$ cat src/rtl/tak_pkg.sv
// ----------------------------------------------------------------------------
// tak_pkg
// Shared types, operation codes and saturation helper for the tilt filter.
// ----------------------------------------------------------------------------
package tak_pkg;

  // Multiply-accumulate operations issued by the sequencer, in order
  typedef enum logic [3:0] {
    OP_ANG_PRED,
    OP_P00_PRED,
    OP_P01_PRED,
    OP_P10_PRED,
    OP_P11_PRED,
    OP_P00_CORR,
    OP_P01_CORR,
    OP_P10_CORR,
    OP_P11_CORR,
    OP_ANG_CORR,
    OP_BIAS_CORR
  } op_t;

  // Register indexes on the configuration port
  localparam logic [1:0] REG_ANGLE_NOISE = 2'd0;
  localparam logic [1:0] REG_BIAS_NOISE  = 2'd1;
  localparam logic [1:0] REG_MEAS_NOISE  = 2'd2;
  localparam logic [1:0] REG_INTERVAL    = 2'd3;

  typedef struct packed {
    logic               start;
    logic signed [31:0] a;
    logic signed [31:0] b;
    logic signed [31:0] acc;
    logic               neg;
  } mac_req_t;

  typedef struct packed {
    logic               start;
    logic signed [31:0] num;
    logic [31:0]        den;
  } div_req_t;

  function automatic logic signed [31:0] sat32(input logic signed [63:0] x);
    logic signed [31:0] r;
    if (x > 64'sh0000_0000_7FFF_FFFF) begin
      r = 32'sh7FFF_FFFF;
    end else if (x < -64'sh0000_0000_8000_0000) begin
      r = -32'sh8000_0000;
    end else begin
      r = x[31:0];
    end
    return r;
  endfunction

endpackage

$ cat src/rtl/tak_mac.sv
// ----------------------------------------------------------------------------
// tak_mac
// Shared multiplier with rounding, accumulate and 32-bit saturation.
// ----------------------------------------------------------------------------
module tak_mac
  import tak_pkg::*;
#(
  parameter int FRAC = 30
) (
  input  logic               clk,
  input  logic               rst_n,
  input  mac_req_t           req,
  output logic signed [31:0] res,
  output logic               done
);

  localparam logic signed [63:0] HALF = 64'sd1 <<< (FRAC - 1);

  logic signed [63:0] prod_r;
  logic signed [31:0] acc_r;
  logic               neg_r;
  logic               v1_r;
  logic signed [31:0] res_r;
  logic               done_r;
  logic signed [63:0] rnd;
  logic signed [63:0] sum;

  always_comb begin
    rnd = (prod_r + HALF) >>> FRAC;
    sum = neg_r ? (64'(acc_r) - rnd) : (64'(acc_r) + rnd);
  end

  always_ff @(posedge clk) begin
    if (!rst_n) begin
      v1_r   <= 1'b0;
      done_r <= 1'b0;
    end else begin
      v1_r   <= req.start;
      done_r <= v1_r;
    end
    if (req.start) begin
      prod_r <= req.a * req.b;
      acc_r  <= req.acc;
      neg_r  <= req.neg;
    end
    if (v1_r) begin
      res_r <= sat32(sum);
    end
  end

  assign res  = res_r;
  assign done = done_r;

endmodule

$ cat config.mk
export PLATFORM = sky130hd
export DESIGN_NAME = tak_mac
export DESIGN_NICKNAME = d
export VERILOG_FILES = /design/src/rtl/tak_pkg.sv /design/src/rtl/tak_mac.sv
export SDC_FILE = /design/constraint.sdc
export NUM_CORES = 2
export LEC_CHECK = 0
export ABC_CLOCK_PERIOD_IN_PS = 10500
export BUFFER_PORTS_ARGS = -buffer_cell sky130_fd_sc_hd__buf_2
export CORE_MARGIN = 3
export CORE_UTILIZATION = 35
export DETAILED_ROUTE_END_ITERATION = 16
export HOLD_SLACK_MARGIN = 0.08
export PLACE_DENSITY = 0.53
export SYNTH_ARGS = -nofsm -noshare
export SYNTH_HDL_FRONTEND = slang
export SYNTH_SLANG_ARGS = --single-unit
$ cat constraint.sdc
create_clock -name clk -period 10.5 [get_ports clk]
set_input_delay 0 -clock clk [delete_from_list [all_inputs] [get_ports clk]]
set_output_delay 0 -clock clk [all_outputs]
set_load 0.01 [all_outputs]
* Yosys cells after proc, flatten, opt, wreduce, memory -nomap -nowiden
Index checks and enable logic that the tools add are counted.
** Storage, ports and cells
- Bits in registers :: 131
- Input port bits :: 100
- Output and inout bits :: 33
- Word-level logic and storage cells :: 14
** Operators by class
- $add $sub $neg :: 3
- $mul :: 1
- Magnitude comparators :: 2
- Multiplexer cells :: 2
** Operators with widths (count)
- $add A64 B31 Y64 const B :: 1
- $gt A64 B32 Y1 const B :: 1
- $lt A64 B32 Y1 const B :: 1
- $mul A32 B32 Y64 :: 1
- $mux W64 :: 1
- $add A32 B34 Y35 :: 1
- $sub A32 B34 Y35 :: 1
- $mux W32 :: 1

* Logic depth before layout (Yosys ltp)
- Depth in word-level cells :: 5
- Depth in mapped cells :: 28
- Mapped depth without buffers :: 27

* Worst setup path before layout
OpenSTA, ideal clock, no wires.
- Path type :: input-to-reg
- Start :: input port req[96] (netlist name)
- End :: register prod_r[63] (data pin)
- Library setup time :: 265 ps
- Arrival :: 7184 ps
- Required time :: 10235 ps
- Slack :: 3050 ps
- Stages on the path :: 25
- Path buffers :: 1
- Path through :: clkbuf_1 -> nand2_1 -> inv_1 -> fa_1 -> inv_1 -> fa_1 -> inv_1 -> fa_1 -> fa_1 -> inv_1 -> fa_1 -> inv_1 -> fa_1 -> inv_1 -> fa_1 -> inv_1 -> fa_1 -> ha_1 -> a21o_1 -> a21oi_1 -> o22ai_1 -> nor3_1 -> o31ai_1 -> a221oi_1 -> xnor2_1
** On the way
- Cells in the longest elaborated chain, start to end :: 1
** Ends and longest elaborated chain
- start: declaration :: RTL line tak_mac.sv:12 : input mac_req_t req,
- $mul A32 B32 Y64 :: RTL line tak_mac.sv:42 : prod_r <= req.a * req.b;
- end signal: assignment :: RTL line tak_mac.sv:42
- end: declaration :: RTL line tak_mac.sv:19 : logic signed [63:0] prod_r;
Every way passes these cells.
A chain may end at the register's enable or synchronous reset.

* Worst setup path after layout
- Start :: input port req[38] (netlist name)
- End :: register prod_r[61] (data pin)
Same word-level chain as after synthesis.

==> impl_metrics.sql <==
INSERT INTO impl_metrics (metric_group, metric, value, unit) VALUES
('setup_path', 'crit_path_max_fanout', '32', ''),
('clock_tree', 'tritoncts_num_sinks', '102', ''),
('global_routing', 'antenna_found_initial', '2', ''),
('drt', 'total_number_of_vias', '29400', ''),
('logic_synthesis', 'postSynth.asyncResetShare', '0', '%'),
('clock_tree', 'worst_setup_hold_path_clk_slew', '0.07', 'ns'),
('worst_hold_path', 'min-delay-path-class', 'input pin to register', ''),
('sta', 'final_max_slew_viol_count', '0', ''),
('sta', 'post-route-worst-setup-slack', '2.10', 'ns'),
('clock_tree', 'h_tree_levels', '3', ''),
('sta', 'worst_margin_slew', '1.42', 'ns'),
('clock_tree', 'root_buffer', 'sky130_fd_sc_hd__clkbuf_16', ''),
('global_routing', 'vias_in_the_first_global_route', '32300', ''),
('place', 'dp_cells', '5962', ''),
('logic_synthesis', 'ys_warn_count', '0', ''),
('logic_synthesis', 'edff_count_synth', '100', ''),
('setup_path', 'crit_path_top_delay_cell', 'sky130_fd_sc_hd__fa_1', ''),
('cells_and_area', 'stdcell_area', '45000', 'um^2'),
('setup_path', 'critPathMostFrequentCell', 'sky130_fd_sc_hd__fa_1', ''),
('sta', 'report.final.setup_viol', '0', ''),
('drt', 'drt_pass1_iterations', '7', ''),
('sta', 'setup_repair_after_global_routing_missed_its_margin', 'no', ''),
('die', 'initial_core_util', '35.6', '%'),
('cells_and_area', 'final_nets', '5805', ''),
('drt', 'postRouteWirelength', '122000', 'um'),
('sta', 'final_cycle_utilization_of_the_critical_path', '80.0', '%'),
('clock_tree', 'max-clock-path-buffers', '2', ''),
('place', 'post_dp_cell_area', '44300', 'um^2'),
('clock_tree', 'tritoncts', 'built', ''),
('clock_tree', 'clkLatencyLatePin', '0.36', 'ns'),
('sta', 'final.setup.tns', '0', 'ns'),
('sta', 'slew_headroom', '4.15', '%'),
('sta', 'final_clock_skew', '0.0127', 'ns'),
('logic_synthesis', 'synth.cell_area', '42300', 'um^2'),
('status', 'status', 'finished, final reports clean', ''),
('clock_tree', 'setup_fix_buffers_added_after_clock_tree_synthesis', '0', ''),
('global_routing', 'global_route_wire_length_before_repair', '193000', 'um'),
('global_routing', 'grt.total_usage', '19.9', '%'),
('logic_synthesis', 'distinct_cells_synth', '77', ''),
('setup_path', 'start_kind', 'input pin', ''),
('logic_synthesis', 'mappedNetlistNets', '5820', ''),
('cells_and_area', 'syn2layout_area_growth', '6.33', '%'),
('drt', 'post_drt_via_cell_ratio', '4.89', ''),
('sta', 'hold_viol', '0', ''),
('drt', 'wl_per_cell', '20.2', 'um'),
('die', 'die_width', '354', 'um'),
('drt', 'drt_first_iter_violations', '1791', ''),
('logic_synthesis', 'synth-seq-area-share', '7.19', '%'),
('clock_tree', 'post_cts.resized_instances', '0', ''),
('place', 'hpwlAfterDp', '94800', 'um'),
('die', 'io_pins', '133', ''),
('global_routing', 'largest_net_degree_at_the_start_of_global_routing', '70', ''),
('die', 'placement_rows', '126', ''),
('sta', 'fmaxAchievable', '119', 'MHz'),
('logic_synthesis', 'synthesis.area_per_instance', '9.57', 'um^2'),
('setup_path', 'critical_path.top_delay_family', 'adder cells', ''),
('die', 'die-height', '354', 'um'),
('drt', 'route.detailed.drc', '0', ''),
('die', 'die_area', '125000', 'um^2'),
('setup_path', 'worst_stage_delay_on_the_critical_path', '0.97', 'ns'),
('setup_path', 'data_required_time_at_the_worst_endpoint', '10.62', 'ns'),
('run', 'cap_violations', '0', ''),
('sta', 'post-route-min-period', '8.40', 'ns'),
('place', 'finalWeightedCongestion', '0.845', ''),
('setup_path', 'critPathBufInv', '9', ''),
('global_routing', 'grt-ovfl-total', '0', ''),
('setup_path', 'cp-end-kind', 'register', ''),
('logic_synthesis', 'post_synth_inst_count', '4422', ''),
('die', 'floorplan.core_area', '119000', 'um^2'),
('drt', 'detail-route-antenna-nets', '0', ''),
('place', 'io_buffers', '132', ''),
('logic_synthesis', 'synth_top_flop_cell', 'sky130_fd_sc_hd__edfxtp_1', ''),
('setup_path', 'critical_path_class', 'input pin to register', ''),
('place', 'pre_cts_slack', '1.64', 'ns'),
('cells_and_area', 'finish.cell_count_without_fillers', '6014', ''),
('logic_synthesis', 'synth-seq-cells', '102', ''),
('clock_tree', 'number_of_buffers_added_by_the_clock_tree_synthesis_step', '9', ''),
('cells_and_area', 'post_route_cells_drive_above_1_share', '4.62', '%'),
('setup_path', 'critical_path_arrival', '8.51', 'ns');
## cell usage after synthesis (48+ instances only)
cell | n | share of area, %
sky130_fd_sc_hd__a21o_1 | 75 | 1.3
sky130_fd_sc_hd__a21oi_1 | 83 | 0.98
sky130_fd_sc_hd__and2_1 | 527 | 7.8
sky130_fd_sc_hd__clkbuf_1 | 205 | 1.8
sky130_fd_sc_hd__edfxtp_1 | 100 | 7.1
sky130_fd_sc_hd__fa_1 | 1082 | 51
sky130_fd_sc_hd__ha_1 | 216 | 6.4
sky130_fd_sc_hd__inv_1 | 983 | 8.7
sky130_fd_sc_hd__nand2_1 | 536 | 4.8
sky130_fd_sc_hd__nor2_1 | 100 | 0.89
sky130_fd_sc_hd__o21ai_0 | 48 | 0.57
sky130_fd_sc_hd__xnor2_1 | 100 | 2.1
## final timing paths
| check | slack, ns | end | cells past startpoint | from |
|---|---|---|---|---|
| max reg2reg | 3.32 | res[9] | 21 | prod_r[30] |
| min | 0.35 | acc_r[30] | 2 | req[31] |
| max | 2.10 | prod_r[61] | 25 | req[38] |
| min reg2reg | 0.76 | res[31] | 1 | v1_r |
## registers in the layout (all words and copies together) (netlist names)
register,cells
acc_r,32
v1_r,1
prod_r,35
done,1
res,32
neg_r,1
## final cells by class
cell class | instances | area, um^2
repair buffers | 196 | 1230
diodes | 2 | 5.00
fillers | 12000 | 74000
clock inverters | 7 | 78.8
inverters | 984 | 3690
clock buffers | 9 | 225
well taps | 1600 | 2000
flip-flops and latches | 102 | 3040
multi-input cells | 3114 | 34700
## worst reg2reg max path, stage by stage, from the launching register on
cell	delay [ns]
sky130_fd_sc_hd__edfxtp_1	0.48
sky130_fd_sc_hd__ha_1	0.46
sky130_fd_sc_hd__nand3_1	0.42
sky130_fd_sc_hd__nor4_1	0.63
sky130_fd_sc_hd__mux2_2	0.40
sky130_fd_sc_hd__o21ai_0	0.18
sky130_fd_sc_hd__and3_1	0.27
sky130_fd_sc_hd__nor2b_1	0.19
sky130_fd_sc_hd__a21oi_1	0.10
sky130_fd_sc_hd__xnor2_1	0.16
sky130_fd_sc_hd__ha_1	0.38
sky130_fd_sc_hd__nand3_1	0.10
sky130_fd_sc_hd__nor3_1	0.35
sky130_fd_sc_hd__inv_1	0.08
sky130_fd_sc_hd__o31ai_1	0.48
sky130_fd_sc_hd__a31oi_1	0.26
sky130_fd_sc_hd__o31ai_1	0.63
sky130_fd_sc_hd__a21oi_1	0.14
sky130_fd_sc_hd__a311oi_1	0.54
sky130_fd_sc_hd__a31oi_2	0.16
sky130_fd_sc_hd__buf_4	0.25
sky130_fd_sc_hd__a21o_1	0.26
## repair_timing
item	CTS	global route
endpoints found under the setup margin	0	0
hold endpoints to repair	35	0
hold buffers	34	0
## through the flow
step / hold WS (ns) / util (%)
after CTS: 0.322 / 37.8
final: 0.346 / 37.8
after global routing: 0.340 / 37.8
after global placement: 0.176 / 37.3
after floorplan: 0.0989 / -
after detailed placement: 0.178 / 37.3
## placed cells by master (no fill, tap or decap), drive strengths merged, types with 42 or more instances in the layout
master     n
inv      987
ha       216
nor2     100
nand2    537
xnor2    100
xor2      42
o21ai     48
fa      1082
edfxtp   100
a21o      75
a21oi     83
and2     527
buf      162
## kinds of logic (layout without fill, tap and decap cells)
group           count (synthesis)  after routing  share of synthesized area (%)
mux                            12             12                          0.305
xor+xnor                      143            143                           3.00
compound gates                336            336                           5.34
flops                         102            102                           7.19
fa+ha+maj                    1298           1298                           57.6
buf+inv                      1206           1196                           10.8
simple gates                 1325           1325                           15.8
other cells                     0              2                              0
## layer usage
layer / routed length (um) / track usage (%) / share of wire [%] / vias to the layer above
met5: 13 / 0 / 0.011 / -
met4: 2170 / 3.45 / 1.8 / 2
met3: 7620 / 2.80 / 6.3 / 95
met2: 54500 / 31.7 / 45 / 853
met1: 57500 / 29.2 / 47 / 15400
li1: - / - / - / 13100
Power is not shown: default switching activity piles up to over one toggle a cycle in this logic, so the estimate is an artifact.
