[src/rtl/tak_pkg.sv]
// ----------------------------------------------------------------------------
// tak_pkg
// Shared types, operation codes and saturation helper for the tilt filter.
// ----------------------------------------------------------------------------
package tak_pkg;

  // Multiply-accumulate operations issued by the sequencer, in order
  typedef enum logic [3:0] {
    OP_ANG_PRED,
    OP_P00_PRED,
    OP_P01_PRED,
    OP_P10_PRED,
    OP_P11_PRED,
    OP_P00_CORR,
    OP_P01_CORR,
    OP_P10_CORR,
    OP_P11_CORR,
    OP_ANG_CORR,
    OP_BIAS_CORR
  } op_t;

  // Register indexes on the configuration port
  localparam logic [1:0] REG_ANGLE_NOISE = 2'd0;
  localparam logic [1:0] REG_BIAS_NOISE  = 2'd1;
  localparam logic [1:0] REG_MEAS_NOISE  = 2'd2;
  localparam logic [1:0] REG_INTERVAL    = 2'd3;

  typedef struct packed {
    logic               start;
    logic signed [31:0] a;
    logic signed [31:0] b;
    logic signed [31:0] acc;
    logic               neg;
  } mac_req_t;

  typedef struct packed {
    logic               start;
    logic signed [31:0] num;
    logic [31:0]        den;
  } div_req_t;

  function automatic logic signed [31:0] sat32(input logic signed [63:0] x);
    logic signed [31:0] r;
    if (x > 64'sh0000_0000_7FFF_FFFF) begin
      r = 32'sh7FFF_FFFF;
    end else if (x < -64'sh0000_0000_8000_0000) begin
      r = -32'sh8000_0000;
    end else begin
      r = x[31:0];
    end
    return r;
  endfunction

endpackage

[src/rtl/tak_div.sv]
// ----------------------------------------------------------------------------
// tak_div
// Restoring divider for the gains: sat32((num * 2^FRAC) / den), den > 0.
// ----------------------------------------------------------------------------
module tak_div
  import tak_pkg::*;
#(
  parameter int FRAC = 30
) (
  input  logic               clk,
  input  logic               rst_n,
  input  div_req_t           req,
  output logic signed [31:0] quo,
  output logic               done
);

  localparam int NB = 32 + FRAC;
  localparam int CW = $clog2(NB + 1);

  logic [NB-1:0] dvd_r;
  logic [31:0]   rem_r;
  logic [31:0]   den_r;
  logic          neg_r;
  logic [CW-1:0] cnt_r;
  logic          busy_r;
  logic          done_r;
  logic [31:0]   mag;
  logic [32:0]   rem_sh;
  logic          fits;
  logic          ovf_pos;
  logic          ovf_neg;

  always_comb begin
    mag     = req.num[31] ? 32'(-req.num) : 32'(req.num);
    rem_sh  = {rem_r, dvd_r[NB-1]};
    fits    = rem_sh >= {1'b0, den_r};
    ovf_pos = |dvd_r[NB-1:31];
    ovf_neg = (|dvd_r[NB-1:32]) || (dvd_r[31] && (|dvd_r[30:0]));
    if (neg_r) begin
      quo = ovf_neg ? -32'sh8000_0000 : -$signed(dvd_r[31:0]);
    end else begin
      quo = ovf_pos ? 32'sh7FFF_FFFF : $signed(dvd_r[31:0]);
    end
  end

  always_ff @(posedge clk) begin
    if (!rst_n) begin
      busy_r <= 1'b0;
      done_r <= 1'b0;
      cnt_r  <= '0;
    end else begin
      done_r <= 1'b0;
      if (req.start) begin
        busy_r <= 1'b1;
        cnt_r  <= CW'(NB);
      end else if (busy_r) begin
        cnt_r <= cnt_r - 1'b1;
        if (cnt_r == CW'(1)) begin
          busy_r <= 1'b0;
          done_r <= 1'b1;
        end
      end
    end
    if (req.start) begin
      dvd_r <= {mag, {FRAC{1'b0}}};
      rem_r <= '0;
      den_r <= req.den;
      neg_r <= req.num[31];
    end else if (busy_r) begin
      // shift one quotient bit into the freed low end
      rem_r <= fits ? 32'(rem_sh - {1'b0, den_r}) : rem_sh[31:0];
      dvd_r <= {dvd_r[NB-2:0], fits};
    end
  end

  assign done = done_r;

endmodule

[config.mk]
export PLATFORM = sky130hd
export DESIGN_NAME = tak_div
export DESIGN_NICKNAME = d
export VERILOG_FILES = /design/src/rtl/tak_pkg.sv /design/src/rtl/tak_div.sv
export SDC_FILE = /design/constraint.sdc
export NUM_CORES = 1
export LEC_CHECK = 0
export BUFFER_PORTS_ARGS = -buffer_cell sky130_fd_sc_hd__buf_2
export CORE_AREA = 2 2 155 195
export DETAILED_ROUTE_END_ITERATION = 10
export DIE_AREA = 0 0 157 197
export GPL_TIMING_DRIVEN = 0
export PLACE_DENSITY = 0.49
export SYNTH_ARGS = -nofsm -noshare
export SYNTH_HDL_FRONTEND = slang
export SYNTH_SLANG_ARGS = --single-unit
[constraint.sdc]
create_clock -name clk -period 3.7 [get_ports clk]
set_clock_uncertainty 0.2 [all_clocks]
set_input_delay 0 -clock clk [delete_from_list [all_inputs] [get_ports clk]]
set_output_delay 0 -clock clk [all_outputs]
set_load 0.02 [all_outputs]
* Word level (Yosys, flattened, before mapping) *
Index checks and enable logic that the tools add are counted.

word-level totals
  bits in writable memories = 0
  bits in latches = 0
  memories kept = 0
  memory bits (read-only) = 0
  register bits = 135

operators by class
  div/mod/pow operators = 0
  $mul = 0
  add/subtract/negate cells = 4
  mux-type cells = 13
  bitwise gates (word level) = 2
  equality and inequality tests = 1
  shift-type cells = 0
  order comparisons = 1
  reduce and logical (&&, ||, !) cells = 8

operators with widths
  operator               number
  $mux W32               5
  $mux W62               2
  $neg A32 Y32           2
  $reduce_or A31 Y1      2
  $ge A33 B32 Y1         1
  $sub A32 B32 Y32       1
  $reduce_or A30 Y1      1
  $mux W6                2
  $eq A6 B1 Y1 const B   1
  $sub A6 B1 Y6 const B  1
  $mux W1                4
  $reduce_or A3 Y1       1
  $not A1 Y1             2
  $reduce_bool A2 Y1     1
  $reduce_or A2 Y1       1
  $logic_and A1 B1 Y1    1
  $logic_or A1 B1 Y1     1

* Depth between registers and ports, before layout *
Gate-level depths: netlist of the first run.

  depth in word-level cells = 5
  mapped depth = 14
  gate-level depth less buffers = 12

* Worst setup path before layout of the first run *
Ideal clock, no wire load.

  kind = reg-to-output
  start = register dvd_r[6]
  end = output port quo[25]
  required time = 3.500 ns
  path buffers = 1
  stages on the path, launching flop included = 9
  slack = 0.359 ns
  arrival = 3.141 ns
  cells stage by stage = dfxtp_1 > or4_1 > or2_1 > nor4_4 > nand3_2 > o31ai_4 > nand3_1 > clkbuf_1 > o311ai_0

on the way
  longest elaborated chain between the ends = 5

ends and longest elaborated chain
  item                                                                  line           RTL
  from (decl)                                                           tak_div.sv:20  logic [NB-1:0] dvd_r;
  from (signal assigned)                                                tak_div.sv:65  dvd_r <= {mag, {FRAC{1'b0}}};
  from (signal assigned)                                                tak_div.sv:72  dvd_r <= {dvd_r[NB-2:0], fits};
  parallel branches: the longest is 3 deep, another holds $neg A32 Y32  n/a
  $mux W32 (*)                                                          tak_div.sv:40  quo = ovf_neg ? -32'sh8000_0000 : -$signed(dvd_r[31:0]);
  $mux W32 (*)                                                          tak_div.sv:39  if (neg_r) begin
  to (decl)                                                             tak_div.sv:13  output logic signed [31:0] quo,

Mark *: on every way between the ends.

* Final worst setup path of the first run *
  start = register dvd_r[7]
  end = output port quo[18]

Same word-level chain as after synthesis.

==> results.toml, run 1 <==
[cells_and_area]
post-route-util_pct = 39.5
syn_to_final_growth_pct = 33.1
register_area_um2 = 3360
fill_cells = 2974
drive_gt1_share_pct = 17.3
multi_input_area_um2 = 5090
layout.nets = 1277

[clock_network]
cts_tree = "yes"
insertion_delay_ns = 0.43
clockRootBuffer = "clkbuf_16"
cts_buffers = 17
clk_pin_slew_ns = 0.06
numClockSinks = 135
clock_path_buffers = 2
htreeDepth = 4

[yosys]
ys.flop_type = "dfxtp_1"
netlist-cell-type-count = 67
async_reset_ff_share_pct = 0
synth_warnings = 0
synth_nets = 1069
synth_area_leader_cell = "edfxtp_1"
avgSynthCellArea_um2 = 8.92
netlist_area_um2 = 8610
ys_seq_area_share_pct = 39.0
synth_area_leaders = "edfxtp_1 (23%), dfxtp_1 (16%), ha_1 (5.2%)"
synth_edf_count = 65
synthCells = 965
synth_top_area_share_pct = 22.7
ys_ff_latch = 135

[job]
max_cap_violations = 0

[grt]
grt_usage_pct = 16.4
met2_usage_pct = 28.0
grt-ovfl-total = 0
grt_use_met3_pct = 2.86
antenna_found_initial = 1
first_global_vias = 7659
grt_pass1_wl_um = 39900
grt_start_max_net_pins = 35
met1_usage_pct = 20.9
grt.busiest_layer = "met2"

[floorplanning]
die_w_um = 157
num_io_pins = 100
initial_core_util_pct = 29.7
num_rows = 70
die_y_um = 197
die_area_um2 = 30900
core-area_um2 = 29000

[drt]
wl_um = 25600
drc = 0
vias = 7936
viasPerCell = 5.01
wire_per_inst_um = 16.2
drt_iter0_markers = 422
first_pass_iters = 6
ant_nets = 0

[sta]
hold_violations = 0
min_period_ns = 3.66
clock.fmax_ghz = 0.273
tightest_slew_ns = 0.957
period_share_pct = 98.9
setup_viol = 0
rsz0062_at_grt = "yes"
slew_headroom_pct = 35.9
finalHoldWorstSlack_ns = 0.0374
final-max-slew-violation-count = 0

[power]
irDropWorstVdd_mv = 0.252
total_power_uw = 4840
powerDensity_nw_per_um2 = 423
p_leak_uw = 0.00468

[critical_path]
worstPathRequired_ns = 3.50
cp-endpoint = "quo[18]"
crit_type = "reg2out"
crit_path_cell_trace = "or4_4 > or2_4 > nor4_4 > nand3_2 > o31ai_4 > buf_6 > nand3_4 > buf_8 > o311ai_2 > buf_4"
worst_r2r_startpoint = "den_r[10]"
crit_start = "dvd_r[7]"
worstRegToRegCells = 13
critPathArrivalTime_ns = 3.46
cp_max_fo = 5
critPathCaptureType = "primary output"
start_kind = "flip-flop"
max_stage_delay_ns = 0.56
cp_slowest_cell = "or4_4"
reg2reg_setup_slack_ns = 0.29
reg2reg_to = "rem_r[21]"

[run_status]
outcome = "complete, no violations"

[place]
port_buffers = 99
gp_congestion = 0.828
post-dp-hpwl_um = 18200

[worst_hold_path]
hp-class = "in2reg"
[worst min path at each step]
stage / slack [ns] / to / startpoint / cells past startpoint
after floorplan: -0.10 / den_r[0] / req[0] / 0
after global placement: -0.02 / den_r[14] / req[14] / 1
after detailed placement: -0.02 / den_r[9] / req[9] / 1
after CTS: 0.05 / den_r[6] / req[64] / 1
after global routing: 0.06 / den_r[6] / req[6] / 2
final: 0.04 / den_r[6] / req[64] / 1
[critical path: cells and delay by family, from the launching register on]
family / cells / cell delay (ns)
buf+inv: 3 / 0.60
flops: 1 / 0.36
simple gates: 5 / 1.54
compound gates: 2 / 0.53
[placed cells by master (no fill, tap or decap), drive strengths merged, types with 10 or more instances in the layout]
master       Yosys  layout
buf             11     126
nor2           117     117
dlygate4sd3      0      75
dfxtp           70      70
a21oi           68      68
clkbuf          43      66
edfxtp          65      65
nand2           56      56
inv             50      52
o21ai           51      51
xnor2           44      44
mux2i           44      44
ha              36      36
a211oi          32      32
a22o            30      30
nor3            24      24
o21a            19      19
nor4            18      18
or3             17      17
xor2            14      14
nand3           14      14
a31oi           13      13
o22a            12      12
nand4           11      11
nand2b          11      11
o31ai           11      11
o311ai          11      11
a21o            10      10
[routing by layer]
layer,share of wire [%],up-vias
li1,-,3970
met2,49,145
met3,3.4,36
met5,0,-
met1,46,3785
met4,2.0,0
[cells in the mapped netlist, types with 14 or more instances]
cell / count
nor4_1: 16
edfxtp_1: 65
dfxtp_1: 70
nor3_1: 24
o21ai_0: 51
inv_1: 50
nor2_1: 117
mux2i_1: 44
nand2_1: 55
or3_1: 14
o21a_1: 19
ha_1: 36
a22o_1: 30
clkbuf_1: 43
a211oi_1: 32
a21oi_1: 68
xor2_1: 14
xnor2_1: 44
[stage by stage]
| step | cell area, µm² | instances | worst slack, ns | setup TNS, ns |
|---|---|---|---|---|
| floorplan | 8610 | 965 | 0.359 | 0 |
| global placement | 9600 | 1460 | -0.180 | -1.98 |
| detailed placement | 9600 | 1460 | -0.213 | -2.09 |
| CTS | 11100 | 1571 | 0.00252 | 0 |
| global route | 11500 | 1583 | -0.0631 | -0.543 |
| finish | 11500 | 1583 | 0.0419 | 0 |
[report_power, final]
| part | switching [µW] | internal [µW] |
|---|---|---|
| clock network | 680 | 1150 |
| registers | 75.4 | 1690 |
| logic | 707 | 542 |
[cells by family after synthesis]
family | count (synthesis) | share of synthesized area, %
compound gates | 280 | 22.3
xor+xnor | 58 | 5.90
fa+ha+maj | 37 | 5.47
buf+inv | 105 | 4.65
flops | 135 | 39.0
mux | 45 | 5.25
simple gates | 305 | 17.5
[sequential cells by signal, indices dropped and copies added, names as in the netlist]
name / cells
busy_r: 1
neg_r: 1
done: 1
cnt_r: 6
rem_r: 32
dvd_r: 62
den_r: 32
[timing repair]
| item | CTS | global route |
|---|---|---|
| gates resized for setup | 20 | 65 |
| hold buffers | 75 | 0 |
| gates cloned | 0 | 2 |
| hold endpoints to repair | 73 | 0 |
| setup buffers | 4 | 11 |
| pin swaps | 4 | 9 |
| setup endpoints to repair | 52 | 47 |
[area by class of cell]
| type | instances | area share, % |
|---|---|---|
| antenna | 1 | 0.0218 |
| buffer | 53 | 2.06 |
| clock buffer | 24 | 4.66 |
| clock inverter | 8 | 0.929 |
| inverter | 51 | 1.67 |
| multi-input combinational | 725 | 44.5 |
| sequential | 135 | 29.4 |
| tap | 396 | 4.33 |
| timing repair buffer | 190 | 12.5 |
Power figures use the tool's default switching activity.
==> run 2: changes to the inputs <==
--- a/config.mk
+++ b/config.mk
@@ -11,6 +11,7 @@
 export DIE_AREA = 0 0 157 197
 export GPL_TIMING_DRIVEN = 0
 export PLACE_DENSITY = 0.49
+export SETUP_SLACK_MARGIN = 0.2
 export SYNTH_ARGS = -nofsm -noshare
 export SYNTH_HDL_FRONTEND = slang
 export SYNTH_SLANG_ARGS = --single-unit
==> run 2 against run 1 <==
Fmax grew 3.7%. Clock power is essentially flat. Worst setup slack gained 0.13 ns. First-iteration DRC count grew 1.9%. Register-to-register slack gained 0.11 ns. Clock-buffer cell count is the same. Highest routed layer unchanged.
==> results.toml, run 2 (synthesis gave the netlist of run 1 again) <==
[sta]
setup_viol = 0
rsz0062_at_grt = "yes"
clock.fmax_ghz = 0.284
finalHoldWorstSlack_ns = 0.0226
final-max-slew-violation-count = 0
min_period_ns = 3.53
tightest_slew_ns = 0.850
fin_tns_setup_ns = 0
slew_headroom_pct = 43.3
period_share_pct = 95.3
hold_violations = 0

[clock_network]
numClockSinks = 135
htreeDepth = 4
cts_tree = "yes"
cts_buffers = 17
insertion_delay_ns = 0.43
clk_pin_slew_ns = 0.06
clock_path_buffers = 2
clockRootBuffer = "clkbuf_16"

[critical_path]
start_kind = "flip-flop"
critPathArrivalTime_ns = 3.33
worstPathRequired_ns = 3.50
crit_type = "reg2out"
critPathCaptureType = "primary output"
cp_max_fo = 5

[floorplanning]
core-area_um2 = 29000
die_y_um = 197
num_rows = 70
die_area_um2 = 30900
initial_core_util_pct = 29.7
die_w_um = 157
num_io_pins = 100

[grt]
first_global_vias = 7819
grt.busiest_layer = "met2"
grt-ovfl-total = 0
met2_usage_pct = 29.0
met1_usage_pct = 21.1
grt_pass1_wl_um = 40800
grt_use_met3_pct = 2.81
antenna_found_initial = 1
grt_start_max_net_pins = 35
grt_usage_pct = 16.7

[cells_and_area]
largest_reg_flops = 62
multi_input_area_um2 = 5220
layout.nets = 1292
fill_cells = 2934
reg_top3 = "dvd_r x62, den_r x32, rem_r x32"
mostFrequentLayoutCell = "nor2_1"
top_register = "dvd_r"
post-route-util_pct = 40.7
register_area_um2 = 3370
final_cells = 1598
syn_to_final_growth_pct = 37.1
drive_gt1_share_pct = 20.0
mostFrequentLayoutCells = "nor2_1 (116), buf_2 (77), dlygate4sd3_1 (75)"

[place]
post-dp-hpwl_um = 18200
post-place-cells = 1460
port_buffers = 99
gp_congestion = 0.828

[job]
max_cap_violations = 0

[drt]
first_pass_iters = 5
wire_per_inst_um = 16.2
drt_iter0_markers = 430
vias = 8013
viasPerCell = 5.01
drc = 0
wl_um = 25900
ant_nets = 0

[run_status]
outcome = "complete, no violations"

[power]
p_leak_uw = 0.00480
irDropWorstVdd_mv = 0.252
total_power_uw = 4900
powerDensity_nw_per_um2 = 416

[worst_hold_path]
hp-class = "in2reg"
## run 2: cell types whose count changed in the layout (fill, tap and decap cells not counted), moves of 3 or more
| cell | before | now |
|---|---|---|
| a21oi_2 | 0 | 5 |
| o311ai_4 | 3 | 8 |
| buf_6 | 10 | 23 |
| dfxtp_1 | 67 | 64 |
| buf_4 | 16 | 33 |
| o21ai_0 | 44 | 37 |
| o21ai_2 | 2 | 7 |
| o311ai_2 | 6 | 0 |
| a21oi_1 | 68 | 63 |
| clkbuf_1 | 40 | 37 |
| buf_2 | 93 | 77 |
## run 2: power breakdown
part | internal [µW] | switching (µW) | total (µW)
Combinational | 583 | 726 | 1310
Clock | 1150 | 679 | 1830
Sequential | 1690 | 75.1 | 1770
Total | 3420 | 1480 | 4900
## run 2: timing repair
| item | CTS | global route |
|---|---|---|
| endpoints found under the hold margin | 73 | 0 |
| gates cloned | 3 | 0 |
| hold buffers | 75 | 0 |
| setup endpoints to repair | 61 | 59 |
| buffers inserted | 18 | 9 |
| pin swaps | 12 | 12 |
| resized for setup | 87 | 72 |
## run 2: layout make-up
type	instances	share of cell area, %
antenna	1	0.0212
tap	396	4.20
buffer	54	2.18
clock inverter	8	0.901
multi-input combinational	725	44.3
timing repair buffer	204	13.7
sequential	135	28.6
clock buffer	24	4.53
inverter	51	1.62
## run 2: worst max-delay path, stage by stage (launching register included)
cell	delay, ns
dfxtp_4	0.35
or4_4	0.56
or2_4	0.28
nor4_4	0.26
nand3_2	0.17
o31ai_4	0.28
buf_4	0.16
nand3_4	0.11
buf_6	0.19
buf_4	0.14
o311ai_4	0.23
buf_4	0.18
## run 2: final timing paths
kind	startpoint	to	slack [ns]	depth (start not counted)
setup / recovery	dvd_r[7]	quo[15]	0.17	11
hold / removal	req[38]	dvd_r[39]	0.02	4
setup reg to reg	dvd_r[61]	rem_r[28]	0.40	12
hold reg to reg	rem_r[10]	rem_r[10]	0.30	2
## run 2: layer usage
metal / up-vias / part of all wire [%] / wire, µm
met1: 3805 / 46 / 11900
met4: 0 / 2.0 / 510
met3: 37 / 3.3 / 850
met5: - / 0 / 0
li1: 4011 / - / -
met2: 160 / 49 / 12600
## run 2: stage by stage
stage	setup WS, ns	area, µm²
final	0.173	11800
after global routing	-0.00245	11800
after CTS	0.148	11500
after detailed placement	-0.213	9600
after global placement	-0.180	9600
after floorplan	0.359	8610
